`config.mk`:
```
export PLATFORM = sky130hd
export DESIGN_NAME = bpl_ctrl
export DESIGN_NICKNAME = d
export VERILOG_FILES = /design/src/rtl/core/bpl_pkg.sv /design/src/rtl/core/bpl_ctrl.sv
export SDC_FILE = /design/constraint.sdc
export NUM_CORES = 1
export LEC_CHECK = 0
export ABC_AREA = 1
export BUFFER_PORTS_ARGS = -buffer_cell sky130_fd_sc_hd__buf_2
export CORE_AREA = 2 2 42 44
export CTS_BUF_LIST = sky130_fd_sc_hd__clkbuf_8 sky130_fd_sc_hd__clkbuf_16
export DETAILED_ROUTE_END_ITERATION = 16
export DIE_AREA = 0 0 44 46
export MAX_ROUTING_LAYER = met4
export PLACE_DENSITY = 0.75
export SYNTH_ARGS = -nofsm -noshare
export SYNTH_HDL_FRONTEND = slang
export SYNTH_SLANG_ARGS = --single-unit
```
`constraint.sdc`:
```
create_clock -name clk -period 1.6 [get_ports clk]
set_clock_uncertainty 0.05 [all_clocks]
set_input_delay 0.24 -clock clk [delete_from_list [all_inputs] [get_ports clk]]
set_output_delay 0.24 -clock clk [all_outputs]
set_load 0.1 [all_outputs]
```
`src/rtl/core/bpl_pkg.sv`:
```
// Shared types, codes and helpers for the bilinear plasticity material point.
// No dependencies; every other file in rtl/core refers to this package.
`timescale 1ns / 1ps
`default_nettype none

package bpl_pkg;

  localparam int CFG_IDX_W  = 3;
  localparam int DIV_STEPS  = 32;
  localparam int DIV_CNT_W  = $clog2(DIV_STEPS);
  localparam logic [DIV_CNT_W-1:0] DIV_LAST = DIV_CNT_W'(DIV_STEPS - 1);

  // Rounding offsets for the two fixed-point shifts used by the datapath
  localparam logic [71:0] RND26 = 72'h2000000;
  localparam logic [71:0] RND16 = 72'h8000;

  localparam logic [31:0] RST_ELASTIC    = 32'd3200000;
  localparam logic [30:0] RST_YIELD      = 31'd102400;
  localparam logic [15:0] RST_HARDENING  = 16'd3277;
  localparam logic [15:0] RST_KINEMATIC  = 16'd0;
  localparam logic [31:0] RST_PLASTIC    = 32'd168421;

  typedef enum logic [CFG_IDX_W-1:0] {
    REG_ELASTIC   = 3'd0,
    REG_YIELD     = 3'd1,
    REG_HARDENING = 3'd2,
    REG_KINEMATIC = 3'd3,
    REG_PLASTIC   = 3'd4
  } bpl_reg_t;

  typedef enum logic [1:0] {
    CMD_TRIAL  = 2'd0,
    CMD_COMMIT = 2'd1,
    CMD_REVERT = 2'd2,
    CMD_CLEAR  = 2'd3
  } bpl_code_t;

  typedef enum logic [4:0] {
    ST_IDLE,
    ST_CMD,
    ST_DE,
    ST_PRED,
    ST_ISO_A,
    ST_ISO_B,
    ST_ISO_C,
    ST_YIELD,
    ST_DIV_INIT,
    ST_DIV,
    ST_CORR,
    ST_BACK_A,
    ST_BACK_B,
    ST_BACK_C,
    ST_BACK_D,
    ST_TAN,
    ST_OUT
  } bpl_state_t;

  typedef enum logic [4:0] {
    OP_NOP,
    OP_LOAD,
    OP_CMD,
    OP_DE,
    OP_PRED,
    OP_ISO_A,
    OP_ISO_B,
    OP_ISO_C,
    OP_YIELD,
    OP_DIV_INIT,
    OP_DIV_STEP,
    OP_CORR,
    OP_BACK_A,
    OP_BACK_B,
    OP_BACK_C,
    OP_BACK_D,
    OP_TAN,
    OP_OUT
  } bpl_op_t;

  typedef struct packed {
    logic        upd;       // trial update with a nonzero increment
    logic        plastic;   // shifted stress lies outside the yield surface
    logic        div_sat;   // plastic increment saturates, skip the divider
    logic        out_free;  // output register can take a result this cycle
  } bpl_stat_t;

  typedef struct packed {
    logic [31:0] young_mod;
    logic [30:0] yield_limit;
    logic [15:0] tan_ratio;
    logic [15:0] kinematic_share;
    logic [31:0] hard_mod;
  } bpl_cfg_t;

  // Saturate a wide two's complement value to signed 32 bits
  function automatic logic [31:0] sat32(input logic [41:0] v);
    logic [31:0] r;
    if ((v[41:31] == 11'h000) || (v[41:31] == 11'h7FF)) begin
      r = v[31:0];
    end else if (v[41]) begin
      r = 32'h8000_0000;
    end else begin
      r = 32'h7FFF_FFFF;
    end
    return r;
  endfunction

endpackage

`default_nettype wire

```
`src/rtl/core/bpl_ctrl.sv`:
```
// Sequencer for the return-mapping update: one datapath op per cycle, except
// in idle or an output stall. Uses bpl_pkg states, ops and status struct.
`timescale 1ns / 1ps
`default_nettype none

module bpl_ctrl (
  input  wire                   clk,
  input  wire                   rst,
  input  logic                  req_valid,
  output logic                  req_ready,
  input  bpl_pkg::bpl_stat_t    stat,
  output bpl_pkg::bpl_op_t      op
);

  bpl_pkg::bpl_state_t state;
  bpl_pkg::bpl_state_t state_next;
  logic [bpl_pkg::DIV_CNT_W-1:0] cnt;

  always_ff @(posedge clk) begin
    if (rst) begin
      state <= bpl_pkg::ST_IDLE;
      cnt   <= '0;
    end else begin
      state <= state_next;
      if (state == bpl_pkg::ST_DIV_INIT) begin
        cnt <= bpl_pkg::DIV_LAST;
      end else if (state == bpl_pkg::ST_DIV) begin
        cnt <= cnt - 1'b1;
      end
    end
  end

  always_comb begin
    state_next = state;
    case (state)
      bpl_pkg::ST_IDLE:     if (req_valid) state_next = bpl_pkg::ST_CMD;
      bpl_pkg::ST_CMD:      state_next = stat.upd ? bpl_pkg::ST_DE : bpl_pkg::ST_TAN;
      bpl_pkg::ST_DE:       state_next = bpl_pkg::ST_PRED;
      bpl_pkg::ST_PRED:     state_next = bpl_pkg::ST_ISO_A;
      bpl_pkg::ST_ISO_A:    state_next = bpl_pkg::ST_ISO_B;
      bpl_pkg::ST_ISO_B:    state_next = bpl_pkg::ST_ISO_C;
      bpl_pkg::ST_ISO_C:    state_next = bpl_pkg::ST_YIELD;
      bpl_pkg::ST_YIELD:    state_next = stat.plastic ? bpl_pkg::ST_DIV_INIT : bpl_pkg::ST_TAN;
      bpl_pkg::ST_DIV_INIT: state_next = stat.div_sat ? bpl_pkg::ST_CORR : bpl_pkg::ST_DIV;
      bpl_pkg::ST_DIV:      if (cnt == '0) state_next = bpl_pkg::ST_CORR;
      bpl_pkg::ST_CORR:     state_next = bpl_pkg::ST_BACK_A;
      bpl_pkg::ST_BACK_A:   state_next = bpl_pkg::ST_BACK_B;
      bpl_pkg::ST_BACK_B:   state_next = bpl_pkg::ST_BACK_C;
      bpl_pkg::ST_BACK_C:   state_next = bpl_pkg::ST_BACK_D;
      bpl_pkg::ST_BACK_D:   state_next = bpl_pkg::ST_TAN;
      bpl_pkg::ST_TAN:      state_next = bpl_pkg::ST_OUT;
      bpl_pkg::ST_OUT:      if (stat.out_free) state_next = bpl_pkg::ST_IDLE;
      default:              state_next = bpl_pkg::ST_IDLE;
    endcase
  end

  always_comb begin
    req_ready = 1'b0;
    op        = bpl_pkg::OP_NOP;
    case (state)
      bpl_pkg::ST_IDLE: begin
        req_ready = 1'b1;
        if (req_valid) op = bpl_pkg::OP_LOAD;
      end
      bpl_pkg::ST_CMD:      op = bpl_pkg::OP_CMD;
      bpl_pkg::ST_DE:       op = bpl_pkg::OP_DE;
      bpl_pkg::ST_PRED:     op = bpl_pkg::OP_PRED;
      bpl_pkg::ST_ISO_A:    op = bpl_pkg::OP_ISO_A;
      bpl_pkg::ST_ISO_B:    op = bpl_pkg::OP_ISO_B;
      bpl_pkg::ST_ISO_C:    op = bpl_pkg::OP_ISO_C;
      bpl_pkg::ST_YIELD:    op = bpl_pkg::OP_YIELD;
      bpl_pkg::ST_DIV_INIT: op = bpl_pkg::OP_DIV_INIT;
      bpl_pkg::ST_DIV:      op = bpl_pkg::OP_DIV_STEP;
      bpl_pkg::ST_CORR:     op = bpl_pkg::OP_CORR;
      bpl_pkg::ST_BACK_A:   op = bpl_pkg::OP_BACK_A;
      bpl_pkg::ST_BACK_B:   op = bpl_pkg::OP_BACK_B;
      bpl_pkg::ST_BACK_C:   op = bpl_pkg::OP_BACK_C;
      bpl_pkg::ST_BACK_D:   op = bpl_pkg::OP_BACK_D;
      bpl_pkg::ST_TAN:      op = bpl_pkg::OP_TAN;
      bpl_pkg::ST_OUT:      if (stat.out_free) op = bpl_pkg::OP_OUT;
      default:              op = bpl_pkg::OP_NOP;
    endcase
  end

endmodule

`default_nettype wire

```
=== Word level (Yosys, flattened, before mapping) ===
Index checks and enable logic that the tools add are counted.

* Register bits after elaboration: 10
* Word-level logic and storage cells: 39
* Output and inout bits: 6
* Input port bits: 7

* $add $sub $neg: 1
* Eq/ne operators: 19
* Reductions and logical operators: 4
* Muxes and demuxes: 13

{| class="wikitable"
|+ Operators by type and width
! kind !! number
|-
| one-hot mux 5 bit (17 select lines) || 2
|-
| == test 5 x 4 -> 1 bit (second input constant) || 8
|-
| two-way mux 5 bit || 6
|-
| == test 5 x 3 -> 1 bit (second input constant) || 4
|-
| == test 5 x 2 -> 1 bit (second input constant) || 2
|-
| logical NOT 5 bit || 2
|-
| == test 5 x 1 -> 1 bit (second input constant) || 1
|-
| == test 5 bit (second input constant) || 1
|-
| subtractor 5 x 1 -> 5 bit (second input constant) || 1
|-
| two-way mux 4 bit || 1
|-
| inequality test 2 bit (second input constant) || 2
|-
| two-way mux 3 bit || 1
|-
| AND reduction 3 bit || 1
|-
| two-way mux 1 bit || 2
|-
| two-way mux 2 bit || 1
|-
| inequality test 2 x 1 -> 1 bit (second input constant) || 1
|-
| nonzero test 2 bit || 1
|}

=== Longest topological paths before layout ===
Gate-level depths: netlist of the first run.

* Depth after elaboration: 3
* Gate-level depth with buffers: 10
* Gate-level depth less buffers: 10

=== Worst setup path after synthesis of the first run ===
No wires, ideal clock.

* Path kind: register -> output
* Start point: register state[0]
* End point: output op[0]
* Cell stages (with the launch flop): 7
* Arrival time: 2,914 ps
* Required time: 1,310 ps
* Path slack: -1,604 ps
* Path buffers: 1
* Cells stage by stage: dfxtp_1 -> buf_2 -> nor2_2 -> nand2_1 -> nor2_1 -> a21oi_1 -> nand4_1

* Cells in the longest elaborated chain, start to end: 2
* Elaborated cells on any way between the ends: 18
* Those cells by class: eq/ne (16); mux (1); reduce/logical (1)

{| class="wikitable"
|+ RTL lines
! what !! RTL line !! source
|-
| start, declared || bpl_ctrl.sv:15 || <nowiki>bpl_pkg::bpl_state_t state;</nowiki>
|-
| start signal, assigned || bpl_ctrl.sv:21 || <nowiki>state <= bpl_pkg::ST_IDLE;</nowiki>
|-
| start signal, assigned || bpl_ctrl.sv:24 || <nowiki>state <= state_next;</nowiki>
|-
| == test 5 bit (tied with other cells) || bpl_ctrl.sv:60 || <nowiki>case (state)</nowiki>
|-
| one-hot mux 5 bit (17 select lines) * || bpl_ctrl.sv:60 ||
|-
| end, declared || bpl_ctrl.sv:12 || <nowiki>output bpl_pkg::bpl_op_t op</nowiki>
|}

Every way passes the cells marked *; elsewhere a longest branch is shown, timed or not.

=== Worst setup path after layout of the first run ===
Same ends and word-level chain as after synthesis.

==> results.toml, run 1 <==
[finish]
drive_gt1_share_pct = 51.69
fillers = 83
layout.nets = 187
areaGrowthSynthToFinish_pct = 79.68
final_common_cell = "buf_4"
multi_input_area_sq_um = 595.6
antennaDiodeCount = 0
design_area_sq_um = 1405
seq_area_sq_um = 214.0
layout_common_cells = "29 x buf_4, 24 x nand2_1, 18 x inv_1"

[drt]
wl_met2_mm = 1.392
wirelength_mm = 2.902
top_layer = "met4"
drc = 0
wl_per_cell_microns = 14.88
routed_via_density = 5.538
detail_route.first_pass.iterations = 4
vias = 1080
wl_met1_mm = 1.102
dr_wl_met3_microns = 202
detail-route-antenna-nets = 0
first_iter_violations = 48

[synth]
syn_inst = 130
synth_top_cell_by_area = "dfxtp_1"
synth_area_leaders = "dfxtp_1 26%, nand2_1 14%, inv_1 10%"
synthDistinctLibCells = 27
ys_seq_elements = 10
syn_nets = 138
synth-async-reset-ratio_pct = 0
synth_area_sq_um = 782.0
ys_warn_count = 0
synth_flop_cell = "dfxtp_1"
yosysSeqAreaShare_pct = 25.60
synth_edf_count = 0
avgSynthCellArea_sq_um = 6.015
yosysTopAreaCellShare_pct = 25.60

[floorplan]
core_sq_um = 1614
die_height_microns = 46
dieArea_sq_um = 2024
start_util_pct = 48.45
ios = 13
num_rows = 15
die_width_microns = 44

[run]
drv_cap = 0

[sta]
fin_ws_ns = -0.2630
fmax_mhz = 536.8
worstMarginPinSlew_ns = 0.2719
layout_min_cycle_time_ns = 1.863
relSlewSlack_pct = 81.75
hold_viol_final = 0
final-setup-viol-count = 9
holdWs_ns = 0.2145
maxSlewViolCount = 0
min_period_over_period_pct = 116.4
rsz0062_at_grt = "true"

[power_and_ir_drop]
peakVddDrop_mv = 1.820
p_per_area_nw_per_um2 = 2314
power_w = 0.003251
p_leak_nw = 0.7430

[clocking]
ctsHoldBuffers = 0
cts_buffer_depth = 2
cts_made_buffers = 3
cts_sinks = 10
path_clk_slew_ns = 0.05
htree_levels = 1
clk_latency_ns = 0.23
cts_tree = "done"
root_buffer = "clkbuf_8"

[setup_path]
timing.rr.end = "state[0]"
cp_num_buf_inv = 3
cp_data_arrival_time_ns = 1.57
ff2ff_path_depth = 12
rrSetupSlack_ns = -0.09
required_ns = 1.31
crit_chain = "buf_6 > nor2_4 > buf_6 > nand2_2 > nor2_4 > a21oi_2 > nand4_1 > buf_12"
path_class = "flip-flop to output port"
crit_slowest_cell = "dfxtp_4"
crit_fanout = 5
critical-path-top-delay-family = "buffers and inverters"
rr_startpoint = "state[0]"
cp-start-kind = "flip-flop"
end_kind = "output port"
critPathMaxStageDelay_ns = 0.36

[placed_design]
place_area_sq_um = 1176
dpl.hpwl_mm = 1.789
gp_congestion = 0.9477
io_buffer_count = 12
preCtsSetupSlack_ns = -0.1453

[global_route]
grt_pass1_vias = 976
antenna_found_initial = 0
grt-ovfl-total = 0
grt_max_degree = 8
grtUsageTotal_pct = 28.72
grt_pass1_wl_mm = 4.140

[outcome]
status = "finished, violations left"
violations = "setup timing"

[worst_hold_path]
hp-class = "primary input to flip-flop"
min_to = "cnt[1]"
min_path_cells = 2
min-delay-start = "rst"
==> synthesized netlist by cell type (2+ instances only) <==
cell type / instances
nor2_2: 2
a21oi_1: 10
nand4_1: 3
nand3_1: 5
dfxtp_1: 10
nand2_1: 30
inv_1: 21
nor3_1: 2
inv_2: 5
nor2_4: 2
o21ai_1: 8
nor2_1: 17
==> how the worst max path moves through the flow <==
stage                  start    end  cells past startpoint
floorplan           state[0]  op[0]                      6
finish              state[0]  op[0]                      8
detailed placement  state[1]  op[3]                      8
global route        state[1]  op[3]                      7
global placement    state[1]  op[3]                      8
CTS                 state[0]  op[0]                      8
==> power by group <==
part	switching [W]	total [W]	leakage, nW	internal [W]
clock	0.0000975	0.000314	0.0288	0.000216
sequential	0.0000901	0.000427	0.0845	0.000337
combinational	0.00152	0.00251	0.630	0.000986
==> layout make-up <==
type / count / area share, %
Inverter: 27 / 7.391
Tap cell: 17 / 1.514
Timing Repair Buffer: 46 / 29.56
Multi-Input combinational cell: 91 / 42.39
Sequential cell: 10 / 15.23
Clock buffer: 4 / 3.918
==> state kept, by name, indices dropped and copies added (netlist names) <==
signal and cells:
state 5, cnt 5
==> kinds of logic after synthesis <==
| logic type | Yosys count | synth area share [%] |
|---|---|---|
| compound gates | 24 | 17.28 |
| fa+ha+maj | 1 | 1.600 |
| buf+inv | 29 | 14.88 |
| flops | 10 | 25.60 |
| simple gates | 66 | 40.64 |
==> per-layer routing <==
layer  GRT usage (%)  up-vias
met2           48.24       63
met1           35.48      484
met4           12.12        0
met3           1.984       26
li1                -      507
met5               -        -
==> metrics by stage <==
| step | util [%] | setup TNS (ns) | instances |
|---|---|---|---|
| 2_1_floorplan | - | -0.9985 | 130 |
| 3_3_place_gp | 72.87 | -0.1675 | 183 |
| 3_5_place_dp | 72.87 | -0.2435 | 183 |
| 4_1_cts | 81.55 | -1.014 | 191 |
| 5_1_grt | 87.05 | -1.891 | 195 |
| 6_report | 87.05 | -1.285 | 195 |
==> timing repair <==
action,in CTS,in global routing
resized for setup,18,19
pin swaps,5,8
setup endpoints to repair,6,9
gates cloned,0,0
hold endpoints to repair,0,0
buffers inserted,4,4
Note: power is estimated with default switching activity, not from simulation.
==> run 2, diff against run 1 <==
--- a/config.mk
+++ b/config.mk
@@ -6,13 +6,14 @@
 export NUM_CORES = 1
 export LEC_CHECK = 0
 export ABC_AREA = 1
-export BUFFER_PORTS_ARGS = -buffer_cell sky130_fd_sc_hd__buf_2
+export BUFFER_PORTS_ARGS = -buffer_cell sky130_fd_sc_hd__clkbuf_2
 export CORE_AREA = 2 2 42 44
 export CTS_BUF_LIST = sky130_fd_sc_hd__clkbuf_8 sky130_fd_sc_hd__clkbuf_16
+export CTS_CLUSTER_SIZE = 24
 export DETAILED_ROUTE_END_ITERATION = 16
 export DIE_AREA = 0 0 44 46
 export MAX_ROUTING_LAYER = met4
-export PLACE_DENSITY = 0.75
+export PLACE_DENSITY = 0.73
 export SYNTH_ARGS = -nofsm -noshare
 export SYNTH_HDL_FRONTEND = slang
 export SYNTH_SLANG_ARGS = --single-unit
==> results.toml, run 2 (synthesis results as in run 1) <==
[outcome]
status = "finished, violations left"
violations = "setup timing"

[finish]
design_area_sq_um = 1355
layout.nets = 180
top_regs = "cnt (5), state (5)"
drive_gt1_share_pct = 52.35
antennaDiodeCount = 0
layout_common_cells = "22 x buf_4, 20 x nand2_1, 18 x inv_1"
final_common_cell = "buf_4"
areaGrowthSynthToFinish_pct = 73.28

[worst_hold_path]
min_path_cells = 2
min_to = "cnt[1]"
min-delay-start = "rst"
hp-class = "primary input to flip-flop"

[placed_design]
dpl.hpwl_mm = 1.599
io_buffer_count = 12
place_area_sq_um = 1124
gp_congestion = 0.9580

[power_and_ir_drop]
p_comb_share_pct = 78.2
p_leak_nw = 0.7225
peakVddDrop_mv = 1.597
internal_power_w = 0.001521
p_per_area_nw_per_um2 = 2371
switchingPower_w = 0.001692
p_seq_share_pct = 14.0
power_w = 0.003212
clkPwrFrac_pct = 7.8
swShare_pct = 52.66

[setup_path]
timing.rr.end = "cnt[2]"
rrSetupSlack_ns = 0.10
cp_data_arrival_time_ns = 1.55
required_ns = 1.31
end_kind = "output port"
crit_fanout = 4
cp-start-kind = "flip-flop"
ff2ff_path_depth = 9
rr_startpoint = "state[1]"
path_class = "flip-flop to output port"

[drt]
wirelength_mm = 2.679
detail_route.first_pass.iterations = 4
routed_via_density = 5.572
wl_per_cell_microns = 14.33
drc = 0
first_iter_violations = 42
vias = 1042
detail-route-antenna-nets = 0

[clocking]
cts_buffer_depth = 2
clk_latency_ns = 0.23
htree_levels = 1
cts_tree = "done"
path_clk_slew_ns = 0.04
cts_sinks = 10
cts_made_buffers = 3
root_buffer = "clkbuf_8"
ctsHoldBuffers = 0

[global_route]
grt-ovfl-total = 0
grt_pass1_vias = 957
grt_max_degree = 8
grtUsageTotal_pct = 27.33
antenna_found_initial = 0
grt_pass1_wl_mm = 3.988

[floorplan]
die_height_microns = 46
die_width_microns = 44
core_sq_um = 1614
start_util_pct = 48.45
ios = 13
dieArea_sq_um = 2024
num_rows = 15

[sta]
finalSetupTns_ns = -1.014
layout_min_cycle_time_ns = 1.841
min_period_over_period_pct = 115.0
rsz0062_at_grt = "true"
fin_ws_ns = -0.2406
hold_viol_final = 0
fmax_mhz = 543.3
final-setup-viol-count = 6
maxSlewViolCount = 0
relSlewSlack_pct = 80.62
worstMarginPinSlew_ns = 0.2887

[run]
drv_cap = 0
run 2: layer usage:
metal | share of wire (%) | global-route usage, % | routed length [microns] | up-vias
met5 | 0 | - | 0 | -
met4 | 4.1 | 18.18 | 110 | 0
met3 | 6.7 | 5.556 | 180 | 17
met2 | 50 | 43.24 | 1332 | 56
met1 | 39 | 31.12 | 1055 | 473
li1 | - | - | - | 496
run 2: through the flow:
step	hold WS, ns	std cells	worst slack (ns)	util, %
5_1_grt	0.2201	187	-0.2685	83.95
2_1_floorplan	0.2524	130	-0.6739	-
3_5_place_dp	0.4251	174	-0.07474	69.61
6_report	0.2132	187	-0.2406	83.95
4_1_cts	0.2245	182	-0.1685	79.15
3_3_place_gp	0.4212	174	-0.04390	69.61
run 2: cell type report:
cell class | count | area (sq um)
clock buffers | 3 | 41.29
fillers | 94 | 259.0
inverters | 27 | 108.9
multi-input cells | 91 | 595.6
flip-flops and latches | 10 | 216.5
well taps | 17 | 21.27
repair buffers | 39 | 371.6
run 2: what timing repair did:
| action | 4_1_cts | 5_1_grt |
|---|---|---|
| cloned | 0 | 0 |
| setup buffers | 5 | 5 |
| setup endpoints to repair | 6 | 7 |
| gates resized for setup | 27 | 14 |
| pin swaps | 10 | 10 |
run 2: worst max-delay path by stage:
stage | start | cells after the start | slack, ns | end
2_1_floorplan | state[0] | 6 | -0.67 | op[0]
3_3_place_gp | state[4] | 9 | -0.04 | op[0]
3_5_place_dp | state[4] | 9 | -0.07 | op[0]
4_1_cts | state[4] | 9 | -0.17 | op[0]
5_1_grt | state[4] | 6 | -0.27 | op[3]
6_report | state[4] | 6 | -0.24 | op[3]
run 2: power groups by stage:
| stage | clock, W | sequential [W] | combinational (W) |
|---|---|---|---|
| final | 0.000252 | 0.000449 | 0.00251 |
| after floorplan | 0 | 0.000401 | 0.00138 |
| after global placement | 0 | 0.000404 | 0.00211 |
| after detailed placement | 0 | 0.000406 | 0.00214 |
| after CTS | 0.000252 | 0.000426 | 0.00232 |
| after global routing | 0.000271 | 0.000454 | 0.00264 |
run 2: worst max-delay path, stage by stage, from the launching register on:
cell and delay (ns):
dfxtp_4 0.38, buf_4 0.14, nor2_1 0.07, or2_4 0.27, a21oi_4 0.14, o2111ai_4 0.12
buf_12 0.19
==> run 3, diff against run 2 <==
--- a/config.mk
+++ b/config.mk
@@ -7,13 +7,15 @@
 export LEC_CHECK = 0
 export ABC_AREA = 1
 export BUFFER_PORTS_ARGS = -buffer_cell sky130_fd_sc_hd__clkbuf_2
-export CORE_AREA = 2 2 42 44
+export CELL_PAD_IN_SITES_DETAIL_PLACEMENT = 0
+export CELL_PAD_IN_SITES_GLOBAL_PLACEMENT = 1
+export CORE_AREA = 2 2 49 51
 export CTS_BUF_LIST = sky130_fd_sc_hd__clkbuf_8 sky130_fd_sc_hd__clkbuf_16
 export CTS_CLUSTER_SIZE = 24
 export DETAILED_ROUTE_END_ITERATION = 16
-export DIE_AREA = 0 0 44 46
+export DIE_AREA = 0 0 51 53
 export MAX_ROUTING_LAYER = met4
-export PLACE_DENSITY = 0.73
+export PLACE_DENSITY = 0.76
 export SYNTH_ARGS = -nofsm -noshare
 export SYNTH_HDL_FRONTEND = slang
 export SYNTH_SLANG_ARGS = --single-unit
==> results.toml, run 3 (synthesis results as in run 1) <==
[outcome]
status = "finished, violations left"
violations = "setup timing"

[global_route]
grt_pass1_vias = 962
grt-ovfl-total = 0
grt_max_degree = 8
grtUsageTotal_pct = 20.58
grt_pass1_wl_mm = 4.002
antenna_found_initial = 0

[sta]
maxSlewViolCount = 0
hold_viol_final = 0
min_period_over_period_pct = 111.1
fin_ws_ns = -0.1778
holdWs_ns = 0.2174
rsz0062_at_grt = "true"
relSlewSlack_pct = 83.61
layout_min_cycle_time_ns = 1.778
worstMarginPinSlew_ns = 0.2440
fmax_mhz = 562.5
final-setup-viol-count = 5

[finish]
areaGrowthSynthToFinish_pct = 81.12
fillers = 198
layout_common_cells = "27 x buf_4, 22 x nand2_1, 20 x inv_1"
antennaDiodeCount = 0
seq_area_sq_um = 212.7
design_area_sq_um = 1416
top_regs = "cnt (5), state (5)"
multi_input_area_sq_um = 609.3
layout.nets = 184
drive_gt1_share_pct = 52.00
final_common_cell = "buf_4"

[clocking]
root_buffer = "clkbuf_8"
htree_levels = 1
cts_sinks = 10
cts_buffer_depth = 2
path_clk_slew_ns = 0.05
cts_made_buffers = 3
cts_tree = "done"
clk_latency_ns = 0.23

[floorplan]
num_rows = 17
core_sq_um = 2148
start_util_pct = 36.40
dieArea_sq_um = 2703
die_height_microns = 53
ios = 13
die_width_microns = 51

[drt]
wirelength_mm = 2.463
detail_route.first_pass.iterations = 4
detail-route-antenna-nets = 0
first_iter_violations = 19
vias = 1001
drc = 0
routed_via_density = 4.931
wl_per_cell_microns = 12.13

[worst_hold_path]
min_path_cells = 2
min-delay-start = "rst"
hp-class = "primary input to flip-flop"
min_to = "cnt[1]"

[setup_path]
crit_chain = "buf_6 > nor2_4 > nand2_2 > nor2_4 > a21oi_2 > nand4_1 > buf_12"
crit_fanout = 5
critical-path-top-delay-family = "simple AND/OR/NAND/NOR gates"
critPathMaxStageDelay_ns = 0.36
cp_num_buf_inv = 2
timing.rr.end = "cnt[1]"
path_class = "flip-flop to output port"
ff2ff_path_depth = 10
rr_startpoint = "state[3]"
required_ns = 1.31
cp-start-kind = "flip-flop"
cp_data_arrival_time_ns = 1.49
rrSetupSlack_ns = 0.07
cp_common_cell = "nor2_4"
crit_slowest_cell = "dfxtp_4"
end_kind = "output port"

[power_and_ir_drop]
peakVddDrop_mv = 1.682
p_per_area_nw_per_um2 = 2290
p_leak_nw = 0.7458

[placed_design]
dpl.hpwl_mm = 1.776
io_buffer_count = 12
preCtsSetupSlack_ns = -0.03463
gp_congestion = 0.8511
place_area_sq_um = 1182

[run]
drv_cap = 0
==> run 3: routing by layer <==
layer	share of wire [%]	global-route usage, %	wire length [microns]	vias to the layer above
li1	-	-	-	505
met1	40	21.88	977	460
met2	55	37.45	1343	28
met3	3.9	3.390	95	8
met4	1.9	9.459	46	0
met5	0	-	0	-
==> run 3: power breakdown <==
group	leakage [nW]	internal (W)	switching, W
sequential	0.0841	0.000334	0.0000709
combinational	0.633	0.00102	0.00151
clock	0.0288	0.000216	0.0000936
==> run 3: area by class of cell <==
type | instances | area share, %
multi-input combinational | 91 | 43.02
timing repair buffer | 43 | 28.09
sequential | 10 | 15.02
inverter | 27 | 7.509
clock buffer | 4 | 3.887
tap | 28 | 2.473
==> run 3: how the worst max path moves through the flow <==
stage                         from  endpoint  cells past startpoint
after floorplan           state[0]     op[0]                      6
after global routing      state[2]     op[0]                      8
final                     state[0]     op[0]                      7
after global placement    state[1]     op[3]                      7
after detailed placement  state[1]     op[3]                      7
after CTS                 state[1]     op[2]                      9
==> run 3: worst register-to-register path, delay by kind of cell (launching register included) <==
kind                   cells  cell delay [ns]
DFF                        1             0.37
and+or+nand+nor            2             0.26
buffers and inverters      6             0.52
AOI/OAI and AO/OA          2             0.26
==> run 3: repair_timing <==
action                                  4_1_cts  5_1_grt
endpoints found under the setup margin        6       11
hold buffers                                  0        0
gates resized for setup                      22       14
pin swaps                                    11       12
setup buffers                                 6        5
==> run 3: stage by stage <==
stage,util [%],setup TNS [ns],total power (W),cells
3_5_place_dp,55.04,-0.03463,0.002613,191
3_3_place_gp,55.04,0,0.002591,191
4_1_cts,62.43,-0.5918,0.003111,200
5_1_grt,65.93,-1.111,0.003435,203
6_report,65.93,-0.6329,0.003244,203
2_1_floorplan,-,-0.9985,0.001782,130
